`src/rtl/evag_pkg.sv`:
```
// ----------------------------------------------------------------------------
// evag_pkg
// Shared constants, register codes and types of the energy voice activity gate.
// ----------------------------------------------------------------------------
package evag_pkg;

  localparam int unsigned MaxChunkSamples = 4096;

  localparam int unsigned SAMPLE_W   = 16;
  localparam int unsigned SQ_W       = 2 * SAMPLE_W;
  localparam int unsigned ENERGY_W   = 43;
  localparam int unsigned CNT_W      = $clog2(MaxChunkSamples + 1);
  localparam int unsigned LEN_CFG_W  = 13;
  localparam int unsigned LEN_W      = (CNT_W > LEN_CFG_W) ? CNT_W : LEN_CFG_W;
  localparam int unsigned THR_W      = 15;
  localparam int unsigned T2_W       = 2 * THR_W;
  localparam int unsigned PROD_W     = T2_W + CNT_W;
  localparam int unsigned CMP_W      = (ENERGY_W > PROD_W) ? ENERGY_W : PROD_W;
  localparam int unsigned PERIOD_W   = 4;
  localparam int unsigned CFG_DATA_W = 15;
  localparam int unsigned CFG_IDX_W  = 2;

  localparam logic [LEN_CFG_W-1:0] ChunkSamplesRst   = LEN_CFG_W'(512);
  localparam logic [THR_W-1:0]     RmsThresholdRst   = THR_W'(800);
  localparam logic                 DetectEnableRst   = 1'b1;
  localparam logic [PERIOD_W-1:0]  DecisionPeriodRst = PERIOD_W'(4);

  localparam logic [ENERGY_W-1:0]  EnergyMax = '1;

  typedef enum logic [CFG_IDX_W-1:0] {
    CfgChunkSamples   = 2'd0,
    CfgRmsThreshold   = 2'd1,
    CfgDetectEnable   = 2'd2,
    CfgDecisionPeriod = 2'd3
  } cfg_idx_e;

  typedef struct packed {
    logic [ENERGY_W-1:0] energy;
    logic [PROD_W-1:0]   limit;
    logic                mute;
  } chunk_t;

  typedef struct packed {
    logic chunk_is_speech;
    logic speaking_changed;
    logic speaking_now;
  } result_t;

endpackage

```
`src/rtl/evag_decide.sv`:
```
// ----------------------------------------------------------------------------
// evag_decide
// Per-chunk speech decision, decision-period tally and speaking flag.
// ----------------------------------------------------------------------------
module evag_decide
  import evag_pkg::*;
(
  input  logic                clk_i,
  input  logic                rst_ni,
  input  logic                en_i,
  input  chunk_t              chunk_i,
  input  logic                detect_i,
  input  logic [PERIOD_W-1:0] period_i,
  output result_t             result_o
);

  logic [PERIOD_W-1:0] tally_q, tally_d;
  logic                flag_q, flag_d;
  logic [PERIOD_W-1:0] period;
  logic [PERIOD_W-1:0] tally_inc;
  logic                above;
  logic                speech;
  logic                changed;

  always_comb begin
    period    = (period_i == '0) ? PERIOD_W'(1) : period_i;
    tally_inc = tally_q + PERIOD_W'(1);
    above     = CMP_W'(chunk_i.energy) > CMP_W'(chunk_i.limit);
    tally_d   = tally_q;
    flag_d    = flag_q;
    changed   = 1'b0;
    speech    = 1'b0;
    if (chunk_i.mute) begin
      flag_d  = 1'b0;
      changed = flag_q;
    end else begin
      speech  = detect_i ? above : 1'b1;
      tally_d = tally_inc;
      if (tally_inc >= period) begin
        tally_d = '0;
        flag_d  = speech;
        changed = speech != flag_q;
      end
    end
    result_o.chunk_is_speech  = speech;
    result_o.speaking_changed = changed;
    result_o.speaking_now     = flag_d;
  end

  always_ff @(posedge clk_i or negedge rst_ni) begin
    if (!rst_ni) begin
      tally_q <= '0;
      flag_q  <= 1'b0;
    end else if (en_i) begin
      tally_q <= tally_d;
      flag_q  <= flag_d;
    end
  end

endmodule

```
`config.mk`:
```
export PLATFORM = sky130hd
export DESIGN_NAME = evag_decide
export DESIGN_NICKNAME = d
export VERILOG_FILES = /design/src/rtl/evag_pkg.sv /design/src/rtl/evag_decide.sv
export SDC_FILE = /design/constraint.sdc
export NUM_CORES = 1
export LEC_CHECK = 0
export ABC_AREA = 0
export BUFFER_PORTS_ARGS = -buffer_cell sky130_fd_sc_hd__buf_2
export CORE_UTILIZATION = 47
export DETAILED_ROUTE_END_ITERATION = 8
export GPL_TIMING_DRIVEN = 0
export PLACE_DENSITY = 0.87
export SLEW_MARGIN = 5
export SYNTH_ARGS = -nofsm -noshare
export SYNTH_HDL_FRONTEND = slang
export SYNTH_SLANG_ARGS = --single-unit
```
`constraint.sdc`:
```
create_clock -name clk_i -period 4.6 [get_ports clk_i]
set_input_delay 0.69 -clock clk_i [delete_from_list [all_inputs] [get_ports clk_i]]
set_output_delay 0.69 -clock clk_i [all_outputs]
set_load 0.01 [all_outputs]
```
==> reports/results.md <==
| Result | This run |
| --- | --- |
| DR DRC count | 0 |
| Clock sinks | 5 |
| Share of the synthesized area in the top cell type | 38.3% |
| Final critical path time including I/O delays and setup | 3.44 ns |
| Yosys warning count | 0 |
| Ratio of routed vias to standard cells | 4.82 |
| Post-DR wirelength/cell | 9.52 µm |
| Setup Buffers After CTS | 0 |
| Clock-pin slew reported for the worst setup and hold paths after clock tree synthesis | 0.04 ns |
| Main flop type after synthesis | sky130_fd_sc_hd__dfrtp_1 |
| Total negative slack | 0 ns |
| Clock insertion delay at the later pin of the skew report | 0.23 ns |
| Root buffer selected by CTS | sky130_fd_sc_hd__clkbuf_4 |
| Outcome | complete, no violations |
| Detailed-route via count | 1697 |
| Largest area contributor in the netlist | sky130_fd_sc_hd__ha_1 |
| Area fraction in compound gates after synthesis | 20.4% |
| FFs w/ async S/R, synth | 100% |
| Element type at the critical path end | primary output |
| Min-Delay Path Class | in2async |
| Worst path depth | 11 |
| Vert. Die Dim | 59.8 µm |
| Area growth syn-to-layout | 35.8% |
| Clock tree from TritonCTS | done |
| Cell breakdown of the critical path | buf_2, inv_1, ha_1, a21oi_1, o21ai_1, a2111oi_1, o211ai_1, a221o_1, o22a_1, buf_4, buf_2 |
| Maximum resistive drop on vdd | 0.127 mV |
| Max-slew violation total from the final report | 0 |
| First-pass GRT wire length | 5660 µm |
| Count of TritonRoute iterations in the first routing pass | 4 |
| Overall die area | 3570 µm² |
| Final weighted congestion in routability-driven placement | 0.873 |
| Setup slack after layout | 1.16 ns |
| Synth Area in Adders | 38.3% |
| IO Pins | 98 |
| Number of buffers and inverters on the critical path | 4 |
| Number of maximum-capacitance violations | 0 |
| Main combinational cell family by area after synthesis | adder cells |
| Layout cells sized above 1 | 34.7% |
| Post-synthesis mux area share | 0.638% |
| Flop and latch count out of synthesis | 5 |
| Cell type group with the largest total delay on the critical path | compound AO/OA/AOI/OAI gates |
| Number of synthesized flops with an enable pin | 0 |
| Pin count of the biggest net entering global routing | 11 |
| Highest Clock Rate | 291 MHz |
| Count of standard-cell rows | 20 |
| Layout Skew | 0.00165 ns |
| Number of standard cells after synthesis | 208 |
| Synthesized area divided by synthesized cell count | 7.54 µm² |
| Area of the core region | 3100 µm² |
| Total overflow reported by the global router | 0 |
| GRT Total Usage | 20.1% |
| Setup violators final | 0 |
| Most prevalent standard cell on the critical path | sky130_fd_sc_hd__buf_2 |
| First DRT Iteration DRCs | 27 |
| Static leakage | 0.00134 µW |
| Count of antenna-violating nets left after detailed routing | 0 |
| Vias in the first global route | 1537 |
| Final worst-path cycle share | 74.7% |
| Worst slew margin | 75.1% |
| Part of the Yosys area used for sequential elements | 7.98% |
| TritonCTS buffer count | 3 |
| Power density over the cells | 202 nW/µm² |
| Half-perimeter wire length of the detailed placement result | 3110 µm |
| Number of nets at the end of the flow | 452 |
| Required time worst endpoint | 3.91 ns |
| Mapped cell area | 1570 µm² |
| FF-to-FF path depth | 8 |
| # H-tree levels | 1 |
| Post-cts repair resize count | 0 |
| Highest net fanout along the worst path | 4 |
| Antenna diodes | 0 |
| Mapped Nets | 351 |
| Initial antenna violation count | 0 |
| CP arrival | 2.75 ns |
| Worst slack after detailed placement | 1.13 ns |
| Synth unique cells | 36 |
| Synth Area in XOR/XNOR | 1.12% |
| Number of inserted filler cells in the final layout | 288 |
| Area fraction in and, or, nand and nor cells after synthesis | 18.2% |
| Chip width | 59.8 µm |
| Total of buffers placed on input and output ports | 96 |
| Transition time of the tightest slew-check pin | 0.373 ns |
| Initial cell density of the core | 50.5% |
| Number of hold violations in the final report | 0 |
| Largest cells by area after synthesis | sky130_fd_sc_hd__ha_1, sky130_fd_sc_hd__inv_1, sky130_fd_sc_hd__dfrtp_1 |
| Final core area utilization | 68.6% |
| Total wire length | 3350 µm |
| CTS Hold Bufs | 0 |
| Setup repair after global routing missed its margin | false |
| Type of the worst setup path | in2out |
| Nature of the critical path startpoint | input pin |
| Clock Tree Buf Depth | 2 |
| CP max stage cell | sky130_fd_sc_hd__a2111oi_1 |
| Max incr delay on CP | 0.43 ns |
area by class of cell:
type	instances	area [µm²]	share of cell area [%]
buffer	5	30.0	1.41
clock buffer	4	26.3	1.23
inverter	48	180	8.46
multi-input combinational	150	1230	57.9
sequential	5	125	5.88
tap	44	55.1	2.59
timing repair buffer	96	480	22.6
cell families after synthesis:
logic type | after synthesis
compound gates | 51
xor+xnor | 2
fa+ha+maj | 48
buf+inv | 53
flops | 5
mux | 1
simple gates | 48
synth_stat cells, drive strengths merged (2+ instances only):
cell     n
a211oi   3
a21o     4
a21oi   17
a221oi   2
a31oi    2
buf      3
clkbuf   2
dfrtp    5
ha      48
inv     48
nand2   14
nand2b   5
nand3    4
nand4   10
nor2     6
nor3     3
nor4     3
o211ai   2
o21ai   13
sequential cells by signal, indices dropped and copies added, names as in the netlist:
register	count
tally_q	4
flag_q	1
final timing paths:
| kind | end | slack [ns] | startpoint |
|---|---|---|---|
| setup / recovery | result_o[0] | 1.16 | chunk_i[7] |
| hold / removal | tally_q[3] | 0.26 | rst_ni |
| setup reg to reg | tally_q[3] | 2.37 | tally_q[0] |
| hold reg to reg | tally_q[3] | 0.53 | tally_q[3] |
| max in group asynchronous | tally_q[0] | 4.22 | rst_ni |
| min in group clk_i | tally_q[3] | 0.53 | tally_q[3] |
per-stage QoR:
stage               std cells  total power (µW)  hold slack (ns)  cell area [µm²]
finish                    352               430            0.257             2130
global route              352               486            0.260             2130
CTS                       352               436            0.250             2130
detailed placement        348               385            0.503             2100
global placement          348               377            0.503             2100
floorplan                 208               292            0.394             1570
layout by cell type, fill, tap and decap left out, types with 2 or more instances in the layout:
cell                       netlist  final
sky130_fd_sc_hd__buf_4           3      3
sky130_fd_sc_hd__buf_2           0     96
sky130_fd_sc_hd__nor2_1          6      6
sky130_fd_sc_hd__o211ai_1        2      2
sky130_fd_sc_hd__a21o_1          4      4
sky130_fd_sc_hd__o21ai_0         9      9
sky130_fd_sc_hd__a31oi_1         2      2
sky130_fd_sc_hd__a21oi_1        17     17
sky130_fd_sc_hd__nand4_2         2      2
sky130_fd_sc_hd__a221oi_1        2      2
sky130_fd_sc_hd__clkbuf_1        2      3
sky130_fd_sc_hd__dfrtp_1         5      5
sky130_fd_sc_hd__nor3_1          3      3
sky130_fd_sc_hd__ha_1           48     48
sky130_fd_sc_hd__nor4_4          2      2
sky130_fd_sc_hd__a211oi_1        3      3
sky130_fd_sc_hd__nand2_1        14     14
sky130_fd_sc_hd__nand3_1         4      4
sky130_fd_sc_hd__clkbuf_4        0      3
sky130_fd_sc_hd__inv_1          48     48
sky130_fd_sc_hd__nand2b_1        5      5
sky130_fd_sc_hd__o21ai_1         4      4
sky130_fd_sc_hd__nand4_1         8      8
report_power, final:
part / total, µW / switching [µW] / internal (µW) / leakage (µW)
sequential: 83.1 / 20.2 / 62.9 / 0.0000646
clock: 47.8 / 15.2 / 32.6 / 0.0000150
combinational: 299 / 139 / 160 / 0.00126
total: 430 / 174 / 256 / 0.00134
per-layer routing:
layer	GRT usage, %	vias up	routed length, µm
met2	38.3	58	1650
met1	23.6	703	1490
met3	1.52	4	178
met5	0	-	0
li1	-	932	-
met4	5.98	0	35
Note: power is estimated with default switching activity, not from simulation.
